===== src/cst_pkg.sv =====
// Shared types, token codes and character classes for the C-subset token scanner.
package cst_pkg;

    localparam int RES_MAX = 3;
    localparam int KIND_W  = 6;
    localparam int LINE_W  = 16;
    localparam int LEN_W   = 8;
    localparam int KW_NUM  = 12;

    typedef enum logic [3:0] {
        M_START, M_IDENT, M_NUM, M_STR, M_BANG, M_AMP, M_PIPE, M_LT, M_GT,
        M_EQ, M_SLASH, M_LCOM, M_BCOM, M_BSTAR, M_ERR
    } t_mode;

    typedef struct packed {
        logic [KIND_W-1:0] token_kind;
        logic [LINE_W-1:0] line_number;
        logic [LEN_W-1:0]  token_length;
        logic              run_last;
    } t_result;

    typedef t_result [RES_MAX-1:0] t_result_set;

    // Token kinds
    localparam logic [KIND_W-1:0] K_IDENT  = 6'd0;
    localparam logic [KIND_W-1:0] K_INT    = 6'd1;
    localparam logic [KIND_W-1:0] K_STR    = 6'd2;
    localparam logic [KIND_W-1:0] K_MAIN   = 6'd3;
    localparam logic [KIND_W-1:0] K_CONST  = 6'd4;
    localparam logic [KIND_W-1:0] K_INTKW  = 6'd5;
    localparam logic [KIND_W-1:0] K_BREAK  = 6'd6;
    localparam logic [KIND_W-1:0] K_CONT   = 6'd7;
    localparam logic [KIND_W-1:0] K_IF     = 6'd8;
    localparam logic [KIND_W-1:0] K_ELSE   = 6'd9;
    localparam logic [KIND_W-1:0] K_NOT    = 6'd10;
    localparam logic [KIND_W-1:0] K_AND    = 6'd11;
    localparam logic [KIND_W-1:0] K_OR     = 6'd12;
    localparam logic [KIND_W-1:0] K_WHILE  = 6'd13;
    localparam logic [KIND_W-1:0] K_GETINT = 6'd14;
    localparam logic [KIND_W-1:0] K_PRINTF = 6'd15;
    localparam logic [KIND_W-1:0] K_RETURN = 6'd16;
    localparam logic [KIND_W-1:0] K_PLUS   = 6'd17;
    localparam logic [KIND_W-1:0] K_MINUS  = 6'd18;
    localparam logic [KIND_W-1:0] K_VOID   = 6'd19;
    localparam logic [KIND_W-1:0] K_MULT   = 6'd20;
    localparam logic [KIND_W-1:0] K_DIV    = 6'd21;
    localparam logic [KIND_W-1:0] K_MOD    = 6'd22;
    localparam logic [KIND_W-1:0] K_LSS    = 6'd23;
    localparam logic [KIND_W-1:0] K_LEQ    = 6'd24;
    localparam logic [KIND_W-1:0] K_GRE    = 6'd25;
    localparam logic [KIND_W-1:0] K_GEQ    = 6'd26;
    localparam logic [KIND_W-1:0] K_EQL    = 6'd27;
    localparam logic [KIND_W-1:0] K_NEQ    = 6'd28;
    localparam logic [KIND_W-1:0] K_ASSIGN = 6'd29;
    localparam logic [KIND_W-1:0] K_SEMI   = 6'd30;
    localparam logic [KIND_W-1:0] K_COMMA  = 6'd31;
    localparam logic [KIND_W-1:0] K_LPAR   = 6'd32;
    localparam logic [KIND_W-1:0] K_RPAR   = 6'd33;
    localparam logic [KIND_W-1:0] K_LBRK   = 6'd34;
    localparam logic [KIND_W-1:0] K_RBRK   = 6'd35;
    localparam logic [KIND_W-1:0] K_LBRC   = 6'd36;
    localparam logic [KIND_W-1:0] K_RBRC   = 6'd37;
    localparam logic [KIND_W-1:0] K_END    = 6'd38;
    localparam logic [KIND_W-1:0] K_ERR    = 6'd39;

    // Characters with a role of their own
    localparam logic [7:0] CH_NL    = 8'd10;
    localparam logic [7:0] CH_QUOTE = 8'd34;
    localparam logic [7:0] CH_BANG  = 8'd33;
    localparam logic [7:0] CH_AMP   = 8'd38;
    localparam logic [7:0] CH_PIPE  = 8'd124;
    localparam logic [7:0] CH_LT    = 8'd60;
    localparam logic [7:0] CH_GT    = 8'd62;
    localparam logic [7:0] CH_EQ    = 8'd61;
    localparam logic [7:0] CH_SLASH = 8'd47;
    localparam logic [7:0] CH_STAR  = 8'd42;

    // Keywords, right-aligned in a 64-bit window of up to eight bytes
    localparam logic [63:0] KW_TEXT [KW_NUM] = '{
        64'("const"), 64'("main"), 64'("int"), 64'("break"), 64'("continue"),
        64'("if"), 64'("else"), 64'("while"), 64'("getint"), 64'("printf"),
        64'("return"), 64'("void")
    };
    localparam logic [KIND_W-1:0] KW_KIND [KW_NUM] = '{
        K_CONST, K_MAIN, K_INTKW, K_BREAK, K_CONT, K_IF,
        K_ELSE, K_WHILE, K_GETINT, K_PRINTF, K_RETURN, K_VOID
    };

    function automatic logic is_alpha(input logic [7:0] c);
        return (c inside {[8'd97:8'd122], [8'd65:8'd90], 8'd95});
    endfunction

    function automatic logic is_digit(input logic [7:0] c);
        return (c inside {[8'd48:8'd57]});
    endfunction

    // Compare the window against all keywords in parallel.
    function automatic logic [KIND_W-1:0] kw_lookup(input logic [63:0] win,
                                                    input logic too_long);
        logic [KIND_W-1:0] kind;
        kind = K_IDENT;
        for (int k = KW_NUM - 1; k >= 0; k--) begin
            if (win == KW_TEXT[k]) begin
                kind = KW_KIND[k];
            end
        end
        if (too_long) begin
            kind = K_IDENT;
        end
        return kind;
    endfunction

endpackage


===== src/cst_if.sv =====
// Handshake channels for source bytes and token results.
interface cst_char_if;
    logic       valid;
    logic       ready;
    logic [7:0] char_code;
    logic       last_char;

    modport source (output valid, output char_code, output last_char, input ready);
    modport sink   (input valid, input char_code, input last_char, output ready);
endinterface

interface cst_token_if;
    logic        valid;
    logic        ready;
    logic [5:0]  token_kind;
    logic [15:0] line_number;
    logic [7:0]  token_length;
    logic        run_last;

    modport source (output valid, output token_kind, output line_number,
                    output token_length, output run_last, input ready);
    modport sink   (input valid, input token_kind, input line_number,
                    input token_length, input run_last, output ready);
endinterface


===== src/c_subset_token_scanner_top.sv =====
// Top level of the C-subset token scanner: byte intake and result word buffer.
// Latency: a word caused by a byte is offered on o_token the cycle after the byte is taken.
// Throughput: one byte in and one word out per cycle while o_token is ready and each byte yields
//   at most one word; a byte yielding two or three words holds intake until its last word goes.
// Reset (synchronous, active low): start state, line 1, length 0, result buffer empty.
module c_subset_token_scanner_top #(
    parameter int LINE_BITS   = 16,
    parameter int LENGTH_BITS = 8
) (
    input  logic               i_clk,
    input  logic               i_rst_n,
    cst_char_if.sink           i_char,
    cst_token_if.source        o_token
);
    import cst_pkg::*;

    t_result_set r_slot, n_slot;
    logic [1:0]  r_cnt, n_cnt;
    t_result_set scan_res;
    logic [1:0]  scan_cnt;
    logic        take;
    logic        pop;

    // Pop the head word when the sink takes it
    assign pop = (r_cnt != 2'd0) && o_token.ready;

    // Take a byte when the buffer is empty or its last word leaves this cycle
    assign i_char.ready = (r_cnt == 2'd0) || (r_cnt == 2'd1 && o_token.ready);
    assign take         = i_char.valid && i_char.ready;

    cst_scan #(
        .LINE_BITS   (LINE_BITS),
        .LENGTH_BITS (LENGTH_BITS)
    ) u_scan (
        .i_clk       (i_clk),
        .i_rst_n     (i_rst_n),
        .i_take      (take),
        .i_char_code (i_char.char_code),
        .i_last_char (i_char.last_char),
        .o_res       (scan_res),
        .o_res_cnt   (scan_cnt)
    );

    // Load the words of a new byte, or advance the buffer by one word
    always_comb begin
        n_slot = r_slot;
        n_cnt  = r_cnt;
        if (take) begin
            n_slot = scan_res;
            n_cnt  = scan_cnt;
        end else if (pop) begin
            n_slot[0] = r_slot[1];
            n_slot[1] = r_slot[2];
            n_cnt     = r_cnt - 2'd1;
        end
    end

    always_ff @(posedge i_clk) begin
        if (!i_rst_n) begin
            r_cnt <= '0;
        end else begin
            r_cnt <= n_cnt;
        end
    end

    always_ff @(posedge i_clk) begin
        r_slot <= n_slot;
    end

    assign o_token.valid        = (r_cnt != 2'd0);
    assign o_token.token_kind   = r_slot[0].token_kind;
    assign o_token.line_number  = r_slot[0].line_number;
    assign o_token.token_length = r_slot[0].token_length;
    assign o_token.run_last     = r_slot[0].run_last;

endmodule


===== src/cst_scan.sv =====
// Scanner state registers and the per-byte token logic.
module cst_scan #(
    parameter int LINE_BITS   = 16,
    parameter int LENGTH_BITS = 8
) (
    input  logic                 i_clk,
    input  logic                 i_rst_n,
    input  logic                 i_take,
    input  logic [7:0]           i_char_code,
    input  logic                 i_last_char,
    output cst_pkg::t_result_set o_res,
    output logic [1:0]           o_res_cnt
);
    import cst_pkg::*;

    localparam int CAND = 4;

    t_mode                  r_mode, n_mode;
    logic [LINE_BITS-1:0]   r_line, n_line;
    logic [LENGTH_BITS-1:0] r_len, n_len;
    logic [63:0]            r_win, n_win;

    logic [LENGTH_BITS-1:0] len_inc;
    logic [63:0]            win_shift;
    logic                   used;
    logic [LINE_BITS-1:0]   line_mid;
    logic [CAND-1:0]        e_v;
    logic [KIND_W-1:0]      e_kind [CAND];
    logic [LENGTH_BITS-1:0] e_len [CAND];
    logic [LINE_W-1:0]      line_old_o, line_mid_o;
    t_result                cand [CAND];
    logic [1:0]             cnt;

    assign len_inc   = (r_len != '1) ? r_len + LENGTH_BITS'(1) : r_len;
    assign win_shift = (r_len < LENGTH_BITS'(8)) ? {r_win[55:0], i_char_code} : r_win;

    always_comb begin
        n_mode = r_mode;
        n_line = r_line;
        n_len  = r_len;
        n_win  = r_win;
        used   = 1'b0;
        e_v    = '0;
        for (int i = 0; i < CAND; i++) begin
            e_kind[i] = K_ERR;
            e_len[i]  = '0;
        end

        // Continue the pending token
        case (r_mode)
            M_IDENT: begin
                if (is_alpha(i_char_code) || is_digit(i_char_code)) begin
                    n_len = len_inc; n_win = win_shift; used = 1'b1;
                end else begin
                    e_v[0] = 1'b1;
                    e_kind[0] = kw_lookup(r_win, r_len > LENGTH_BITS'(8));
                    e_len[0] = r_len;
                    n_mode = M_START;
                end
            end
            M_NUM: begin
                if (is_digit(i_char_code)) begin
                    n_len = len_inc; n_win = win_shift; used = 1'b1;
                end else begin
                    e_v[0] = 1'b1; e_kind[0] = K_INT; e_len[0] = r_len;
                    n_mode = M_START;
                end
            end
            M_STR: begin
                used = 1'b1;
                if (i_char_code == CH_QUOTE) begin
                    n_len = len_inc; n_win = win_shift;
                    e_v[0] = 1'b1; e_kind[0] = K_STR; e_len[0] = len_inc;
                    n_mode = M_START;
                end else if (i_char_code inside {[8'd32:8'd126]}) begin
                    n_len = len_inc; n_win = win_shift;
                end else begin
                    e_v[0] = 1'b1; e_kind[0] = K_ERR;
                    n_mode = M_ERR;
                end
            end
            M_BANG, M_LT, M_GT, M_EQ: begin
                n_mode = M_START;
                e_v[0] = 1'b1;
                if (i_char_code == CH_EQ) begin
                    used = 1'b1;
                    e_len[0] = LENGTH_BITS'(2);
                    case (r_mode)
                        M_BANG:  e_kind[0] = K_NEQ;
                        M_LT:    e_kind[0] = K_LEQ;
                        M_GT:    e_kind[0] = K_GEQ;
                        default: e_kind[0] = K_EQL;
                    endcase
                end else begin
                    e_len[0] = LENGTH_BITS'(1);
                    case (r_mode)
                        M_BANG:  e_kind[0] = K_NOT;
                        M_LT:    e_kind[0] = K_LSS;
                        M_GT:    e_kind[0] = K_GRE;
                        default: e_kind[0] = K_ASSIGN;
                    endcase
                end
            end
            M_AMP, M_PIPE: begin
                used = 1'b1;
                e_v[0] = 1'b1;
                if ((r_mode == M_AMP && i_char_code == CH_AMP) ||
                    (r_mode == M_PIPE && i_char_code == CH_PIPE)) begin
                    e_kind[0] = (r_mode == M_AMP) ? K_AND : K_OR;
                    e_len[0]  = LENGTH_BITS'(2);
                    n_mode    = M_START;
                end else begin
                    e_kind[0] = K_ERR;
                    n_mode    = M_ERR;
                end
            end
            M_SLASH: begin
                if (i_char_code == CH_SLASH) begin
                    n_mode = M_LCOM; used = 1'b1;
                end else if (i_char_code == CH_STAR) begin
                    n_mode = M_BCOM; used = 1'b1;
                end else begin
                    e_v[0] = 1'b1; e_kind[0] = K_DIV; e_len[0] = LENGTH_BITS'(1);
                    n_mode = M_START;
                end
            end
            M_LCOM: begin
                used = 1'b1;
                if (i_char_code == CH_NL) begin
                    if (n_line != '1) n_line = n_line + LINE_BITS'(1);
                    n_mode = M_START;
                end
            end
            M_BCOM, M_BSTAR: begin
                used = 1'b1;
                if (i_char_code == CH_NL) begin
                    if (n_line != '1) n_line = n_line + LINE_BITS'(1);
                    n_mode = M_BCOM;
                end else if (i_char_code == CH_STAR) begin
                    n_mode = M_BSTAR;
                end else if (i_char_code == CH_SLASH && r_mode == M_BSTAR) begin
                    n_mode = M_START;
                end else begin
                    n_mode = M_BCOM;
                end
            end
            M_ERR: begin
                used = 1'b1;
            end
            default: begin
                n_mode = M_START;
            end
        endcase

        // Start a new token with the byte
        if (!used) begin
            n_mode = M_START;
            n_len  = LENGTH_BITS'(1);
            e_len[1] = LENGTH_BITS'(1);
            case (i_char_code)
                CH_NL: begin
                    if (n_line != '1) n_line = n_line + LINE_BITS'(1);
                    n_len = '0;
                end
                8'd32, 8'd9, 8'd11, 8'd12, 8'd13: n_len = '0;
                CH_QUOTE: n_mode = M_STR;
                CH_BANG:  n_mode = M_BANG;
                CH_AMP:   n_mode = M_AMP;
                CH_PIPE:  n_mode = M_PIPE;
                CH_LT:    n_mode = M_LT;
                CH_GT:    n_mode = M_GT;
                CH_EQ:    n_mode = M_EQ;
                CH_SLASH: n_mode = M_SLASH;
                8'd43:  begin e_v[1] = 1'b1; e_kind[1] = K_PLUS;  end
                8'd45:  begin e_v[1] = 1'b1; e_kind[1] = K_MINUS; end
                CH_STAR: begin e_v[1] = 1'b1; e_kind[1] = K_MULT; end
                8'd37:  begin e_v[1] = 1'b1; e_kind[1] = K_MOD;   end
                8'd59:  begin e_v[1] = 1'b1; e_kind[1] = K_SEMI;  end
                8'd44:  begin e_v[1] = 1'b1; e_kind[1] = K_COMMA; end
                8'd40:  begin e_v[1] = 1'b1; e_kind[1] = K_LPAR;  end
                8'd41:  begin e_v[1] = 1'b1; e_kind[1] = K_RPAR;  end
                8'd91:  begin e_v[1] = 1'b1; e_kind[1] = K_LBRK;  end
                8'd93:  begin e_v[1] = 1'b1; e_kind[1] = K_RBRK;  end
                8'd123: begin e_v[1] = 1'b1; e_kind[1] = K_LBRC;  end
                8'd125: begin e_v[1] = 1'b1; e_kind[1] = K_RBRC;  end
                default: begin
                    if (is_alpha(i_char_code)) begin
                        n_mode = M_IDENT;
                        n_win  = {56'd0, i_char_code};
                    end else if (is_digit(i_char_code)) begin
                        n_mode = M_NUM;
                    end else begin
                        e_v[1] = 1'b1; e_kind[1] = K_ERR; e_len[1] = '0;
                        n_mode = M_ERR;
                    end
                end
            endcase
        end

        line_mid = n_line;

        // Flush the pending token at the end of the text, then restart
        if (i_last_char) begin
            case (n_mode)
                M_IDENT: begin
                    e_v[2] = 1'b1;
                    e_kind[2] = kw_lookup(n_win, n_len > LENGTH_BITS'(8));
                    e_len[2] = n_len;
                end
                M_NUM:   begin e_v[2] = 1'b1; e_kind[2] = K_INT;    e_len[2] = n_len; end
                M_BANG:  begin e_v[2] = 1'b1; e_kind[2] = K_NOT;    e_len[2] = LENGTH_BITS'(1); end
                M_LT:    begin e_v[2] = 1'b1; e_kind[2] = K_LSS;    e_len[2] = LENGTH_BITS'(1); end
                M_GT:    begin e_v[2] = 1'b1; e_kind[2] = K_GRE;    e_len[2] = LENGTH_BITS'(1); end
                M_EQ:    begin e_v[2] = 1'b1; e_kind[2] = K_ASSIGN; e_len[2] = LENGTH_BITS'(1); end
                M_SLASH: begin e_v[2] = 1'b1; e_kind[2] = K_DIV;    e_len[2] = LENGTH_BITS'(1); end
                M_STR, M_AMP, M_PIPE, M_BCOM, M_BSTAR: begin
                    e_v[2] = 1'b1; e_kind[2] = K_ERR;
                end
                default: ;
            endcase
            e_v[3]    = 1'b1;
            e_kind[3] = K_END;
            n_mode = M_START;
            n_line = LINE_BITS'(1);
            n_len  = '0;
            n_win  = '0;
        end
    end

    // Clamp line numbers to the 16-bit result field
    assign line_old_o = (32'(r_line) > 32'(16'hFFFF)) ? '1 : 16'(32'(r_line));
    assign line_mid_o = (32'(line_mid) > 32'(16'hFFFF)) ? '1 : 16'(32'(line_mid));

    always_comb begin
        for (int i = 0; i < CAND; i++) begin
            cand[i].token_kind   = e_kind[i];
            cand[i].line_number  = (i < 2) ? line_old_o : line_mid_o;
            cand[i].token_length = (32'(e_len[i]) > 32'd255) ? 8'hFF : 8'(32'(e_len[i]));
            cand[i].run_last     = 1'b0;
        end
    end

    // Pack the valid candidates in order; one byte never yields more than three
    always_comb begin
        o_res = '0;
        cnt   = '0;
        for (int i = 0; i < CAND; i++) begin
            if (e_v[i] && cnt < 2'(RES_MAX)) begin
                o_res[cnt] = cand[i];
                cnt = cnt + 2'd1;
            end
        end
        if (cnt != 2'd0) begin
            o_res[cnt - 2'd1].run_last = 1'b1;
        end
        o_res_cnt = cnt;
    end

    always_ff @(posedge i_clk) begin
        if (!i_rst_n) begin
            r_mode <= M_START;
            r_line <= LINE_BITS'(1);
            r_len  <= '0;
            r_win  <= '0;
        end else if (i_take) begin
            r_mode <= n_mode;
            r_line <= n_line;
            r_len  <= n_len;
            r_win  <= n_win;
        end
    end

endmodule


===== src/flat_wrapper.sv =====
// flat-port wrapper written by rule: the top's interface ports become plain ports
module c_subset_token_scanner_top_flat import cst_pkg::*;
#(
    parameter int LINE_BITS   = 16,
    parameter int LENGTH_BITS = 8
)
  (i_clk, i_rst_n, i_char_valid, i_char_char_code, i_char_last_char, i_char_ready, o_token_valid, o_token_token_kind, o_token_line_number, o_token_token_length, o_token_run_last, o_token_ready);
  cst_char_if i_char_i ();
  cst_token_if o_token_i ();
  input  logic i_clk;
  input  logic i_rst_n;
  input wire logic [$bits(i_char_i.valid)-1:0] i_char_valid;
  input wire logic [$bits(i_char_i.char_code)-1:0] i_char_char_code;
  input wire logic [$bits(i_char_i.last_char)-1:0] i_char_last_char;
  output wire logic [$bits(i_char_i.ready)-1:0] i_char_ready;
  output wire logic [$bits(o_token_i.valid)-1:0] o_token_valid;
  output wire logic [$bits(o_token_i.token_kind)-1:0] o_token_token_kind;
  output wire logic [$bits(o_token_i.line_number)-1:0] o_token_line_number;
  output wire logic [$bits(o_token_i.token_length)-1:0] o_token_token_length;
  output wire logic [$bits(o_token_i.run_last)-1:0] o_token_run_last;
  input wire logic [$bits(o_token_i.ready)-1:0] o_token_ready;
  assign i_char_i.valid = i_char_valid;
  assign i_char_i.char_code = i_char_char_code;
  assign i_char_i.last_char = i_char_last_char;
  assign i_char_ready = i_char_i.ready;
  assign o_token_valid = o_token_i.valid;
  assign o_token_token_kind = o_token_i.token_kind;
  assign o_token_line_number = o_token_i.line_number;
  assign o_token_token_length = o_token_i.token_length;
  assign o_token_run_last = o_token_i.run_last;
  assign o_token_i.ready = o_token_ready;
  c_subset_token_scanner_top #(.LINE_BITS(LINE_BITS), .LENGTH_BITS(LENGTH_BITS)) u_core (.i_clk(i_clk), .i_rst_n(i_rst_n), .i_char(i_char_i), .o_token(o_token_i));
endmodule

===== config.mk =====
export PLATFORM = sky130hd
export DESIGN_NAME = c_subset_token_scanner_top_flat
export DESIGN_NICKNAME = d
export VERILOG_FILES = /design/src/cst_pkg.sv /design/src/cst_if.sv /design/src/c_subset_token_scanner_top.sv /design/src/cst_scan.sv /design/src/flat_wrapper.sv
export SDC_FILE = /design/constraint.sdc
export NUM_CORES = 1
export LEC_CHECK = 0
export ABC_AREA = 1
export BUFFER_PORTS_ARGS = -buffer_cell sky130_fd_sc_hd__clkbuf_2
export CAP_MARGIN = 20
export CELL_PAD_IN_SITES_DETAIL_PLACEMENT = 0
export CELL_PAD_IN_SITES_GLOBAL_PLACEMENT = 2
export CORE_MARGIN = 2
export CORE_UTILIZATION = 31
export DETAILED_ROUTE_END_ITERATION = 16
export GPL_TIMING_DRIVEN = 0
export PLACE_DENSITY_LB_ADDON = 0.1
export RECOVER_POWER = 50
export REMOVE_ABC_BUFFERS = 1
export SYNTH_ARGS = -nofsm -noshare
export SYNTH_HDL_FRONTEND = slang
export SYNTH_SLANG_ARGS = --single-unit

===== constraint.sdc =====
create_clock -name i_clk -period 4.8 [get_ports i_clk]
set_clock_uncertainty 0.2 [all_clocks]
set_input_delay 0.48 -clock i_clk [delete_from_list [all_inputs] [get_ports i_clk]]
set_output_delay 0.48 -clock i_clk [all_outputs]
set_load 0.03 [all_outputs]

# Word-level counts from Yosys, hierarchy flattened
# Index checks and enable logic that the tools add are counted.
# totals
ff_bits	187
inputBits	13
out_inout_bits	33
elab_cells	308
# classes
addsub	8
order_cmp	22
n_eq_ne	81
muxes	141
n_reduce_logical	39
# op_table
op	count
64-bit two-way mux	9
64-bit by 31-bit == test with 1-bit output (second input constant)	6
64-bit by 39-bit == test with 1-bit output (second input constant)	6
64-bit by 47-bit == test with 1-bit output (second input constant)	6
93-bit bitwise mux	4
93-bit two-way mux	4
31-bit demux with 2-bit select	4
6-bit two-way mux	32
64-bit one-hot mux with 3 select lines	1
64-bit by 15-bit == test with 1-bit output (second input constant)	2
64-bit by 23-bit == test with 1-bit output (second input constant)	2
64-bit by 63-bit == test with 1-bit output (second input constant)	2
8-bit by 6-bit == test with 1-bit output (second input constant)	16
31-bit two-way mux	4
62-bit two-way mux	2
16-bit two-way mux	7
8-bit two-way mux	11
6-bit one-hot mux with 12 select lines	1
4-bit two-way mux	15
4-bit == test (second input constant)	12
8-bit by 7-bit == test with 1-bit output (second input constant)	6
8-bit one-hot mux with 6 select lines	1
6-bit one-hot mux with 7 select lines	1
8-bit by 4-bit == test with 1-bit output (second input constant)	5
48 further kinds	132

# Logic depth before layout (Yosys ltp)
# depth
depth_word	32
mapped_depth	31
depth_no_buf	30

# By module
# From an unflattened synthesis, not the netlist that was laid out.
# unflattened
cells_unflattened	3326
area_unflattened_um2	18709.2
# by_module_without_submodules
mod	n_inst	cells_each	area_each_um2
cst_scan	1	2978	14741.6
c_subset_token_scanner_top	1	348	3967.6

# Worst setup path before layout
# Ideal clock, no wire load.
# synth_timing
kind	input to register
from	input port i_char_char_code[5]
to	register u_core.r_slot (netlist bit u_core.o_token.token_length[3]) (data pin)
setup_time_ns	0.253
arrival_ns	4.139
t_required_ns	4.347
slack_ns	0.208
stages	26
n_path_buf	5
path_cell_list	buf_2 -> nand2_2 -> nor2_2 -> nand2_1 -> nand2_2 -> nand2_4 -> buf_6 -> buf_4 -> nand2_1 -> nand2_1 -> nor4_1 -> nand2_1 -> ha_1 -> nand2_1 -> nand4_4 -> buf_2 -> nand2_1 -> inv_1 -> ha_1 -> nor2_1 -> nand2_1 -> nand2_1 -> clkbuf_1 -> inv_1 -> nand3_1 -> nand2_1
# synth_rtl
item	line	text
from (decl)	flat_wrapper.sv:13	input wire logic [$bits(i_char_i.char_code)-1:0] i_char_char_code;
to (signal assigned)	c_subset_token_scanner_top.sv:67	r_slot <= n_slot;
to (decl)	c_subset_token_scanner_top.sv:17	t_result_set r_slot, n_slot;

==> flow_metrics.py <==
metrics = {
    "yosys": {
        "ys_async_sr_fraction": 0,
        "yosysUniqueCellTypes": 65,
        "yosys.area.top_type": "nand2_1",
        "ys_seq_elements": 187,
        "synth_area_leaders": "nand2_1, edfxtp_1, nand3_1",
        "ys_seq_area_frac": 0.2525,
        "postSynthAreaPerCell_um2": 5.819,
        "synth_top_area_frac": 0.2082,
        "yosysWarnings": 0,
        "synth_edf_count": 93,
        "synth_ff_type": "dfxtp_1",
        "synth_cells": 3181,
        "synth_area_um2": 18510,
        "synth.most_common_cell": "nand2_1",
        "synth_common_cells": "nand2_1, nand3_1, inv_1",
    },
    "placement": {
        "placedCellCount": 3823,
        "place_ws_ns": -3.155,
        "place.gp.congestion": 0.8977,
        "io_buffers": 45,
        "dp_hpwl_mm": 57.55,
    },
    "worst_setup_path": {
        "crit_required_ns": 4.97,
        "setup.worst_path.end_class": "flip-flop",
        "critPathMaxFanout": 29,
        "cp-start-kind": "input pin",
        "r2r_cells": 26,
        "path_class": "input pin to flip-flop",
        "critical_path.slowest_cell": "nand2_4",
        "crit_arrival_ns": 4.76,
        "crit_top_cell": "nand2_1",
        "cpPeakStageDelay_ns": 0.40,
        "crit_start": "i_char_char_code[0]",
        "rr_startpoint": "u_core.u_scan.r_mode[2]",
    },
    "clocking": {
        "clk_pin_slew_ns": 0.08,
        "cts-buffers-inserted": 17,
        "hold_buffers": 0,
        "root_buffer": "clkbuf_16",
        "cts_tree": "done",
        "clock_sinks": 187,
        "clk_latency_ns": 0.51,
        "cts_max_path_buffers": 2,
        "h-tree-depth": 4,
    },
    "die": {
        "initial_core_util": 0.3137,
        "io_pins": 46,
        "die-width_um": 248.4,
        "dieHeight_um": 248.4,
        "placementRows": 89,
        "fp.dieArea_um2": 61690,
        "core-area_um2": 59020,
    },
    "drt": {
        "drc": 0,
        "ant_nets": 0,
        "routed_wl_mm": 88.08,
        "drt_first_pass_iters": 6,
        "vias": 21260,
        "detail_route.wl_per_cell_um": 22.60,
        "drtIter0Drc": 1935,
        "vias_per_cell": 5.454,
    },
    "global_route": {
        "antenna_found_initial": 2,
        "track_usage": 0.2851,
        "grt_max_degree": 66,
        "grt_pass1_wl_mm": 130.5,
        "globalRouteOverflowTotal": 0,
        "grt_pass1_vias": 19828,
    },
    "timing": {
        "drv_slew": 88,
        "max_freq_mhz": 217.7,
        "setup_viol": 0,
        "hold_violations": 0,
        "period_minus_slack_ns": 4.593,
        "slew_headroom": -0.9659,
        "worst_slack_ns": 0.2070,
        "period_share": 0.9569,
        "worstMarginPinSlew_ns": 2.942,
    },
    "hold_path": {
        "worstHoldStart": "i_rst_n",
        "min_path_cells": 2,
        "hp-class": "input pin to flip-flop",
    },
    "layout": {
        "fin_cells": 3898,
        "layout-drive-gt1-share": 0.08768,
        "nets": 3138,
        "n_antenna_cell": 0,
        "syn_to_final_growth_pct": 10.94,
        "ff_latch_area_um2": 4683,
        "fill_cells": 6626,
        "multi_input_area_um2": 11850,
    },
    "outcome": {
        "status": "finished, violations left",
        "failed_checks": "capacitance limit, slew limit",
    },
    "power_and_ir_drop": {
        "leakage_nw": 8.937,
        "ir_drop_uv": 311.1,
        "power_density_nw_per_um2": 371.3,
    },
    "job": {
        "cap_viol_max_count": 2,
    },
}
==> cells by family (layout without fill, tap and decap cells) <==
group / count (synthesis) / in the layout / share of synthesized area
buf+inv: 567 / 497 / 0.1317
xor+xnor: 20 / 20 / 0.01027
compound gates: 365 / 365 / 0.1108
flops: 187 / 187 / 0.2525
simple gates: 2029 / 2043 / 0.4858
fa+ha+maj: 13 / 13 / 0.008787
==> stage by stage <==
stage	hold WS (ns)	util	TNS, ns	power [mW]	cell area [um2]
after global routing	0.1805	0.3480	-0.05048	8.104	20540
final	0.1590	0.3480	0	7.625	20540
after global placement	0.2513	0.3161	-1711.31	5.834	18650
after floorplan	0.2453	-	-361.58	4.639	17460
after CTS	0.1522	0.3458	0	7.661	20410
after detailed placement	0.2556	0.3256	-258.95	5.904	19220
==> critical path, delay by kind of cell <==
kind | cells | cell delay (ns)
compound gates | 1 | 0.14
simple gates | 22 | 3.23
buf+inv | 4 | 0.83
==> final timing paths <==
kind                            slack [ns]                           end
worst min register to register        0.27       u_core.u_scan.r_win[59]
worst min-delay path                  0.16   u_core.u_scan.line_old_o[0]
worst max register to register        0.21  u_core.o_token.token_kind[2]
worst max-delay path                  0.21  u_core.o_token.token_kind[2]
==> cells in the final DEF (no fill, tap or decap), drive strengths merged, types with 53 or more instances in the layout <==
| master | instances |
|---|---|
| a21oi | 152 |
| clkbuf | 66 |
| dfxtp | 94 |
| edfxtp | 93 |
| inv | 370 |
| nand2 | 1062 |
| nand3 | 415 |
| nand4 | 116 |
| nor2 | 354 |
| nor3 | 53 |
| o21ai | 136 |
==> area by class of cell <==
class | instances | area share
multi-input combinational | 2441 | 0.5769
clock inverter | 14 | 0.008469
clock buffer | 18 | 0.02090
tap | 773 | 0.04710
inverter | 370 | 0.07092
timing repair buffer | 95 | 0.04765
sequential | 187 | 0.2281
==> flip-flops by register name, summed over array words and instances, names as in the netlist <==
name	flops
u_core.u_scan.r_mode	4
u_core.u_scan.r_len	8
u_core.u_scan.line_old_o	16
u_core.o_token.token_kind	6
u_core.r_cnt	2
u_core.u_scan.r_win	64
u_core.o_token.line_number	16
u_core.o_token.run_last	1
u_core.r_slot	62
u_core.o_token.token_length	8
==> layer usage <==
| layer | GRT usage | share of wire |
|---|---|---|
| met5 | 0 | 0.00031 |
| met4 | 0.07616 | 0.023 |
| met3 | 0.04040 | 0.064 |
| met2 | 0.4455 | 0.44 |
| met1 | 0.4084 | 0.47 |
==> where the power goes <==
part | total (mW) | internal [mW] | switching [mW]
Combinational | 3.65 | 0.911 | 2.73
Clock | 1.57 | 0.749 | 0.823
Sequential | 2.41 | 2.27 | 0.137
==> what timing repair did <==
item / in CTS / in global routing
setup endpoints to repair: 102 / 91
gates resized for setup: 54 / 28
pin swaps: 16 / 4
setup buffers: 20 / 3
cloned: 15 / 1
endpoints found under the hold margin: 0 / 0
Power figures use the tool's default switching activity.
